===== src/hdl/wfd_pkg.sv =====
// Package for the wait-for deadlock detector: transaction structs, entry
// layout, opcode codes and default sizes. No dependencies.
package wfd_pkg;

    // Default number of agents in the wait-for table.
    localparam int AGENTS_DEFAULT = 64;
    // Width of an agent index on the ports.
    localparam int AGENT_W = 6;
    // Largest table the agent index can address.
    localparam int AGENT_SPAN = 1 << AGENT_W;

    // Opcodes.
    localparam logic OP_ADD   = 1'b0;
    localparam logic OP_QUERY = 1'b1;

    // Input transaction.
    typedef struct packed {
        logic               opcode;
        logic [AGENT_W-1:0] agent;
        logic [AGENT_W-1:0] waits_on;
        logic               by_constraint;
    } t_in_item;

    // Result transaction.
    typedef struct packed {
        logic deadlock;
        logic cycle_found;
        logic constraint_in_cycle;
    } t_out_item;

    // One stored wait relation.
    typedef struct packed {
        logic [AGENT_W-1:0] waits_on;
        logic               by_constraint;
    } t_entry;

    // Request from the walk sequencer to the table.
    typedef struct packed {
        logic               wr_en;
        logic [AGENT_W-1:0] wr_agent;
        t_entry             wr_entry;
        logic [AGENT_W-1:0] rd_agent;
    } t_tbl_req;

endpackage


===== src/hdl/wfd_table.sv =====
// Wait-for table: one entry per agent in a memory with a registered read,
// plus per-entry valid flops cleared by reset. Depends on wfd_pkg.
module wfd_table #(
    parameter int AGENTS = wfd_pkg::AGENTS_DEFAULT
) (
    input  logic              i_clk,
    input  logic              i_rst_n,
    input  wfd_pkg::t_tbl_req i_req,
    output logic              o_rd_hit,
    output wfd_pkg::t_entry   o_rd_entry
);
    import wfd_pkg::*;

    // Only indexes the agent field can reach need storage.
    localparam int DEPTH = (AGENTS < AGENT_SPAN) ? AGENTS : AGENT_SPAN;
    localparam int IW    = $clog2(DEPTH);
    localparam logic [AGENT_W:0] DEPTH_V = (AGENT_W+1)'(DEPTH);

    t_entry           r_mem [DEPTH];
    logic [DEPTH-1:0] r_valid;
    logic             wr_in_range;
    logic             rd_in_range;
    logic [IW-1:0]    wr_idx;
    logic [IW-1:0]    rd_idx;

    // Index range checks; out-of-range agents have no entry.
    assign wr_in_range = {1'b0, i_req.wr_agent} < DEPTH_V;
    assign rd_in_range = {1'b0, i_req.rd_agent} < DEPTH_V;
    assign wr_idx      = i_req.wr_agent[IW-1:0];
    assign rd_idx      = i_req.rd_agent[IW-1:0];

    // Entry memory: one write port, one registered read port.
    always_ff @(posedge i_clk) begin
        if (i_req.wr_en && wr_in_range) begin
            r_mem[wr_idx] <= i_req.wr_entry;
        end
        o_rd_entry <= r_mem[rd_idx];
    end

    // Valid flops, cleared at reset; the hit flag is registered with the read.
    always_ff @(posedge i_clk) begin
        if (!i_rst_n) begin
            r_valid  <= '0;
            o_rd_hit <= 1'b0;
        end else begin
            if (i_req.wr_en && wr_in_range) begin
                r_valid[wr_idx] <= 1'b1;
            end
            o_rd_hit <= rd_in_range && r_valid[rd_idx];
        end
    end

endmodule


===== src/hdl/wfd_walker.sv =====
// Sequencer of the wait-for deadlock detector: accepts transactions, issues
// table writes and follows waits-on links one per cycle. Depends on wfd_pkg.
module wfd_walker #(
    parameter int AGENTS = wfd_pkg::AGENTS_DEFAULT
) (
    input  logic               i_clk,
    input  logic               i_rst_n,
    input  logic               i_valid,
    output logic               o_ready,
    input  wfd_pkg::t_in_item  i_data,
    output logic               o_valid,
    input  logic               i_ready,
    output wfd_pkg::t_out_item o_data,
    input  logic               i_remove_en,
    output wfd_pkg::t_tbl_req  o_tbl_req,
    input  logic               i_rd_hit,
    input  wfd_pkg::t_entry    i_rd_entry
);
    import wfd_pkg::*;

    localparam int SW = $clog2(AGENTS);
    localparam logic [SW-1:0] LAST_STEP = SW'(AGENTS - 1);

    localparam logic [1:0] S_IDLE = 2'd0;
    localparam logic [1:0] S_WALK = 2'd1;
    localparam logic [1:0] S_OUT  = 2'd2;

    logic [1:0]         r_state;
    logic [AGENT_W-1:0] r_start;
    logic [SW-1:0]      r_step;
    logic               r_con;
    t_out_item          r_res;
    logic               con_now;

    assign o_ready = (r_state == S_IDLE);
    assign o_valid = (r_state == S_OUT);
    assign o_data  = r_res;
    assign con_now = r_con | i_rd_entry.by_constraint;

    // Table requests: writes for add transactions, reads of the next link.
    always_comb begin
        o_tbl_req.wr_en    = (r_state == S_IDLE) && i_valid && (i_data.opcode == OP_ADD);
        o_tbl_req.wr_agent = i_data.agent;
        o_tbl_req.wr_entry.waits_on      = i_data.waits_on;
        o_tbl_req.wr_entry.by_constraint = i_data.by_constraint;
        o_tbl_req.rd_agent = (r_state == S_IDLE) ? i_data.agent : i_rd_entry.waits_on;
    end

    // Walk control and result register.
    always_ff @(posedge i_clk) begin
        if (!i_rst_n) begin
            r_state <= S_IDLE;
            r_start <= '0;
            r_step  <= '0;
            r_con   <= 1'b0;
            r_res   <= '0;
        end else begin
            case (r_state)
                S_IDLE: begin
                    if (i_valid) begin
                        if (i_data.opcode == OP_ADD) begin
                            r_res   <= '0;
                            r_state <= S_OUT;
                        end else begin
                            r_start <= i_data.agent;
                            r_step  <= '0;
                            r_con   <= 1'b0;
                            r_state <= S_WALK;
                        end
                    end
                end
                S_WALK: begin
                    if (!i_rd_hit) begin
                        // Reached an agent with no entry.
                        r_res   <= '0;
                        r_state <= S_OUT;
                    end else if (i_rd_entry.waits_on == r_start) begin
                        // Back at the start: a cycle through the queried agent.
                        r_res.deadlock            <= !(i_remove_en && con_now);
                        r_res.cycle_found         <= 1'b1;
                        r_res.constraint_in_cycle <= con_now;
                        r_state                   <= S_OUT;
                    end else if (r_step == LAST_STEP) begin
                        // Step budget used up; any cycle avoids the start.
                        r_res   <= '0;
                        r_state <= S_OUT;
                    end else begin
                        r_step <= r_step + 1'b1;
                        r_con  <= con_now;
                    end
                end
                S_OUT: begin
                    if (i_ready) begin
                        r_state <= S_IDLE;
                    end
                end
                default: begin
                    r_state <= S_IDLE;
                end
            endcase
        end
    end

endmodule


===== src/hdl/wait_for_deadlock_detector.sv =====
// Top level of the wait-for deadlock detector: configuration register and
// the walk sequencer and table. Depends on wfd_pkg, wfd_table, wfd_walker.
//
// Usage: the input channel (i_valid/o_ready/i_data) takes one transaction
// at a time. An add writes or overwrites one agent's wait entry; a query
// follows the waits-on links from the given agent through the table and
// reports whether the walk returns to that agent. Every transaction gives
// one result on the output channel (o_valid/i_ready/o_data).
// Timing: an add presents its result in the cycle after acceptance. A query
// reads one table entry per walk step, at most AGENTS entries, and presents
// its result when the walk ends; the table memory delivers one entry per
// cycle, which sets the walk rate. The next transaction can be accepted in
// the cycle after the result is taken.
// o_ready stays low from acceptance until the result is taken.
// i_cfg_we writes the constraint-removal enable at once, without handshake.
// Reset clears all table entries, the enable and any transaction in flight.
// When the receiver stalls, the result is held on o_data and no new
// transaction is accepted until it is taken.
module wait_for_deadlock_detector #(
    parameter int AGENTS = wfd_pkg::AGENTS_DEFAULT
) (
    input  logic               i_clk,
    input  logic               i_rst_n,
    input  logic               i_valid,
    output logic               o_ready,
    input  wfd_pkg::t_in_item  i_data,
    output logic               o_valid,
    input  logic               i_ready,
    output wfd_pkg::t_out_item o_data,
    input  logic               i_cfg_we,
    input  logic               i_cfg_wdata
);
    import wfd_pkg::*;

    logic     r_remove_en;
    t_tbl_req tbl_req;
    logic     rd_hit;
    t_entry   rd_entry;

    // Constraint-removal enable register.
    always_ff @(posedge i_clk) begin
        if (!i_rst_n) begin
            r_remove_en <= 1'b0;
        end else if (i_cfg_we) begin
            r_remove_en <= i_cfg_wdata;
        end
    end

    wfd_walker #(
        .AGENTS (AGENTS)
    ) u_walker (
        .i_clk       (i_clk),
        .i_rst_n     (i_rst_n),
        .i_valid     (i_valid),
        .o_ready     (o_ready),
        .i_data      (i_data),
        .o_valid     (o_valid),
        .i_ready     (i_ready),
        .o_data      (o_data),
        .i_remove_en (r_remove_en),
        .o_tbl_req   (tbl_req),
        .i_rd_hit    (rd_hit),
        .i_rd_entry  (rd_entry)
    );

    wfd_table #(
        .AGENTS (AGENTS)
    ) u_table (
        .i_clk      (i_clk),
        .i_rst_n    (i_rst_n),
        .i_req      (tbl_req),
        .o_rd_hit   (rd_hit),
        .o_rd_entry (rd_entry)
    );

endmodule


===== config.mk =====
export PLATFORM = sky130hd
export DESIGN_NAME = wait_for_deadlock_detector
export DESIGN_NICKNAME = d
export VERILOG_FILES = /design/src/hdl/wfd_pkg.sv /design/src/hdl/wfd_table.sv /design/src/hdl/wfd_walker.sv /design/src/hdl/wait_for_deadlock_detector.sv
export SDC_FILE = /design/constraint.sdc
export NUM_CORES = 1
export LEC_CHECK = 0
export BUFFER_PORTS_ARGS = -buffer_cell sky130_fd_sc_hd__buf_2
export CORE_UTILIZATION = 46
export CTS_CLUSTER_DIAMETER = 120
export DETAILED_ROUTE_END_ITERATION = 7
export PLACE_DENSITY = 0.67
export SYNTH_ARGS = -nofsm -noshare
export SYNTH_HDL_FRONTEND = slang
export SYNTH_SLANG_ARGS = --single-unit

===== constraint.sdc =====
create_clock -name i_clk -period 3.18 [get_ports i_clk]
set_clock_uncertainty 0.1 [all_clocks]
set_input_delay 0.477 -clock i_clk [delete_from_list [all_inputs] [get_ports i_clk]]
set_output_delay 0.477 -clock i_clk [all_outputs]
set_load 0.02 [all_outputs]

# == Word level (Yosys, flattened, before mapping) ==
# Memories as Yosys holds them, arrays and structs flattened. A register that Yosys moved wholly into a read port is not among the register bits.
# Cells that the tools add are included.
# totals
reg_bits,84
latch_bits,0
mem_bits_rw,448
mem_bits_ro,0
in_bits,20
output_inout_bits,5
word_cells,73
mem_count,1
# mem_list
name,depth,width,read_ports,rd_clocked_by_memory_dff,wr,line_no,text
u_table.r_mem,64,7,1,1,1,wfd_table.sv:19,t_entry r_mem [DEPTH];
# op_classes
add_sub_neg,1
multipliers,0
div,0
order_cmp,3
eq_ne,12
n_shift,0
mux,32
bitwise_logic,3
reduce_logical,11
# ops
op,n
64-bit OR,1
6-bit 2-to-1 mux,6
3-bit 2-to-1 mux,5
6-bit by 7-bit < comparator with 1-bit output (second input constant),2
2-bit 2-to-1 mux,6
6-bit case mux with 2 select lines,1
1-bit 2-to-1 mux,9
2-bit != test (second input constant),4
6-bit by 1-bit adder with 6-bit output (second input constant),1
1-bit binary-select mux with 6-bit select,1
1-bit demux with 6-bit select,1
6-bit equality test,1
6-bit equality test (second input constant),1
6-bit by 1-bit >= comparator with 1-bit output (second input constant),1
2-bit by 1-bit != test with 1-bit output (second input constant),3
2-bit case mux with 3 select lines,1
3-bit case mux with 2 select lines,1
3-bit AND reduction,2
6-bit AND reduction,1
1-bit logical AND,4
4-bit != test (second input constant),1
4-bit AND reduction,1
2-bit by 1-bit equality test with 1-bit output (second input constant),1
2-bit equality test (second input constant),1
other kinds (6),6

# == Depth between registers and ports, before layout ==
# depth
word_depth,6
depth_mapped,10
ltp_nobuf,7

# == Modules after synthesis ==
# Synthesis repeated with hierarchy kept, for this count alone.
# hier_totals
cells_unflattened,1152
area_unflattened_um2,21360.5
# modules_own_cells
module,instances,cells_per_inst,area_per_inst_um2,seq_area_each_um2
wfd_table,1,1012,20165.6,14894.3
wfd_walker,1,137,1158.6,360.3
wait_for_deadlock_detector,1,3,36.3,20.0

# == Worst setup path before layout ==
# No wires, ideal clock.
# synth_path
kind,register to register
start,reg u_walker.r_state[1]
end,"mem u_table.r_mem[57][0] (netlist name), enable pin"
arrival_ps,2028
slack_ps,684
stages_incl_launch_ff,9
n_path_buf,2
path_cell_list,dfxtp_1 -> buf_6 -> or2_1 -> buf_6 -> inv_2 -> nand2_2 -> nor3b_2 -> nand3_1 -> nor2_1
# synth_via
elab_chain_len,5
# synth_lines
element,line_no,text
start: declaration,wfd_walker.sv:28,logic [1:0] r_state;
start signal: assignment,wfd_walker.sv:52,r_state <= S_IDLE;
start signal: assignment,wfd_walker.sv:63,r_state <= S_OUT;
start signal: assignment,wfd_walker.sv:68,r_state <= S_WALK;
2-bit logical NOT,n/a,
named net o_ready,wait_for_deadlock_detector.sv:25,"output logic o_ready,"
1-bit logical AND (2 in series),wfd_walker.sv:42,o_tbl_req.wr_en = (r_state == S_IDLE) && i_valid && (i_data.opcode == OP_ADD);
1-bit 2-to-1 mux,wfd_table.sv:34,if (i_req.wr_en && wr_in_range) begin
1-bit 2-to-1 mux (implied by the code),wfd_table.sv:35,r_mem[wr_idx] <= i_req.wr_entry;
end: declaration,wfd_table.sv:19,
# The timed path passes the listed nets, and every way through them passes these cells.

# == Final worst setup path ==
# layout_path
start,reg u_walker.r_state[1]
end,"mem u_table.r_mem[56][3] (netlist name), enable pin"
# layout_via
elab_chain_len,5
# layout_lines
element,line_no
2-bit logical NOT,wfd_walker.sv:42
1-bit logical AND (2 in series),wfd_walker.sv:42
1-bit 2-to-1 mux,wfd_table.sv:34
1-bit 2-to-1 mux (implied by the code),wfd_table.sv:35
# Every way passes these cells.

==> metrics.cfg <==
[synth]
yosys.cell_types.count=76
ys_warn_count=0
ys.flop_type=edfxtp_1
syn-instance-count=1444
syn_area_per_cell_um2=15.3
synthArstFlopShare_pct=0
synth_nets=1465
synth_area_um2=22100
yosysSeqAreaShare_pct=69.0
ys_ff_latch=539
synth_edf_count=448

[cells_and_area]
drive_above_1_share_pct=20.7
area_delta_synth_final_pct=14.4
nets=1588
stdcell_count=2225
antenna_cells=0
fill_cells=3753
multi_input_comb_area_um2=6210
seq_area_um2=15300

[die]
ioPinCount=25
initial_core_util_pct=46.5
die_area_um2=49000
rows=80
core-area_um2=47500
fp.dieH_um=221
die-width_um=221

[global_routing]
grt_pass1_wl_um=84700
track_usage_pct=23.1
grt_max_degree=77
grt_pass1_vias=13000
overflow=0
antenna_found_initial=0

[power_and_ir_drop]
intPower_mw=12.2
p_per_area_nw_per_um2=663
leakagePower_nw=8.74
ir_worst_vdd_mv=0.383
p_comb_share_pct=18.4
p_seq_share_pct=46.8
p_sw_share_pct=27.4
power_frac_clock_pct=34.8
p_sw_mw=4.60

[cts]
clockBufferDepth=3
clk_latency_ns=0.60
numCtsBuffers=51
post-cts-setup-buffers=0
htreeDepth=2
cts_tree=built
post_cts_resized=0
numClockSinks=539
cts-root-buf=clkbuf_16
clk_pin_slew_worst_paths_ns=0.07

[sta]
slew_headroom_pct=34.7
max_freq_mhz=335
drv_slew=0
fin_hold_ws_ns=0.0584
setup_viol=0
final.setup.tns_ns=0
tightest_slew_ns=0.979
layout_min_cycle_time_ns=2.98
period_share_pct=93.8
rsz0062_at_grt=false
layout_setup_ws_ns=0.198
hold_violations=0

[detailed_routing]
route.detailed.drc=0
drt-total-wl_um=56700
wl_per_cell_um=25.5
drt_iter0_drc=1392
ant_nets=0
routed_via_density=6.06
drtPass1Iterations=7
vias=13500

[placement]
globalplace.congestion=0.911
post-place-cells=2128
port_buffers=24
hpwlAfterDp_um=36300
pre_cts_ws_ns=0.154

[worst_hold_path]
hold_path.class=in2reg
whs_path_depth=3

[setup_path]
endpoint_kind=flop
worstPathMaxFanout=10
required_ns=3.37
worstPathArrival_ns=3.18
cp-start-kind=flop
r2r_cells=7
worstSetupPathType=reg2reg

[run_status]
status=finished, final reports clean

[run]
maxCapViolCount=0

==> path summary, 6_finish.rpt <==
| check | slack [ns] | startpoint | endpoint |
|---|---|---|---|
| worst max-delay path | 0.20 | u_walker.r_state[1] | u_table.r_mem[56][3] |
| worst min-delay path | 0.06 | i_cfg_wdata | r_remove_en |
| worst max register to register | 0.20 | u_walker.r_state[1] | u_table.r_mem[56][3] |
| worst min register to register | 0.36 | u_table.r_valid[20] | u_table.r_valid[20] |
==> registers in the layout, summed over array words and instances (netlist names) <==
signal and flops:
u_walker.r_state 2, u_table.r_valid 64, u_walker.o_data 3, u_walker.r_con 1
u_table.r_mem 448, u_walker.r_step 6, u_table.o_rd_hit 1, u_walker.r_start 6
u_table.o_rd_entry 7, r_remove_en 1
==> critical path, cell delays in order (launching register included) <==
cell and delay [ns]:
dfxtp_1 0.42, or2_1 0.40, inv_2 0.27, nand2_2 0.22, nor3b_2 0.42, nand3_1 0.37, nor2_1 0.26, buf_4 0.22
==> metrics by stage <==
step	utilization (%)	power, mW	cell area, um^2
5_1_grt	53.2	17.3	25300
3_3_place_gp	49.9	11.0	23700
4_1_cts	53.2	16.8	25300
6_report	53.2	16.8	25300
2_1_floorplan	-	9.85	22100
3_5_place_dp	49.9	11.1	23700
==> power by group through the flow <==
stage               clock, mW  combinational (mW)  sequential [mW]
finish                   5.84                3.09             7.87
global route             6.17                3.25             7.86
CTS                      5.92                3.06             7.86
detailed placement          0                3.05             8.01
global placement            0                3.03             8.00
floorplan                   0                1.94             7.91
==> cell type report <==
class / count / share of cell area (%)
flip-flops and latches: 539 / 60.3
clock inverters: 16 / 0.465
repair buffers: 172 / 5.71
multi-input cells: 798 / 24.5
inverters: 5 / 0.0741
clock buffers: 80 / 5.83
well taps: 615 / 3.04
==> cells in the final DEF (no fill, tap or decap), drive strengths merged, types with 11 or more instances in the layout <==
cell and count:
edfxtp 448, buf 171, a211oi 145, and3 128, dfxtp 91, clkbuf 80
nor2 77, o21a 68, mux2i 66, o21ai 38, mux4 34, nand2 30
and2 27, nor3 27, o221ai 25, nor2b 17, nand3 12, clkinv 11
nor4 11
==> synthesized netlist by cell type (all sizes together), types with 3 or more instances <==
master  instances  area (um^2)
a211o           4         35.0
a211oi        145         1180
a21boi          6         45.1
a21oi           9         45.0
a22oi           5         37.5
and2           27          169
and3          128          801
buf            51          443
clkbuf         51          191
dfxtp          91         1820
edfxtp        448        13500
inv             5         18.8
mux2            7         82.6
mux2i          66          668
mux4           34          766
nand2          30          141
nand2b          3         18.8
nand3          12         60.1
nand3b          6         45.0
nor2           77          308
nor2b          17          106
nor3           27          140
nor4           11          106
nor4b           3         32.5
o211a           5         50.1
o211ai          7         52.6
o21a           68          518
o21ai          38          224
o221ai         25          219
o31ai           3         27.5
o41ai           3         33.8
xnor2           5         43.8
xor2            4         35.0
==> layer usage <==
metal | vias to the layer above | GRT usage (%) | routed length (um) | share of wire, %
li1 | 5970 | - | - | -
met1 | 6880 | 33.1 | 24500 | 43
met2 | 537 | 36.1 | 26500 | 47
met3 | 99 | 3.21 | 3940 | 7.0
met4 | 0 | 8.39 | 1730 | 3.1
met5 | - | 0 | 0 | 0
==> repair_timing <==
item	CTS	global route
hold buffers	1	0
endpoints found under the setup margin	0	0
endpoints found under the hold margin	1	0
==> cells by family after synthesis <==
group	synth area share (%)
xor+xnor	0.356
fa+ha+maj	0.0565
compound gates	11.6
buf+inv	2.95
mux	6.85
flops	69.0
simple gates	9.13
(Power assumes the default switching activity.)
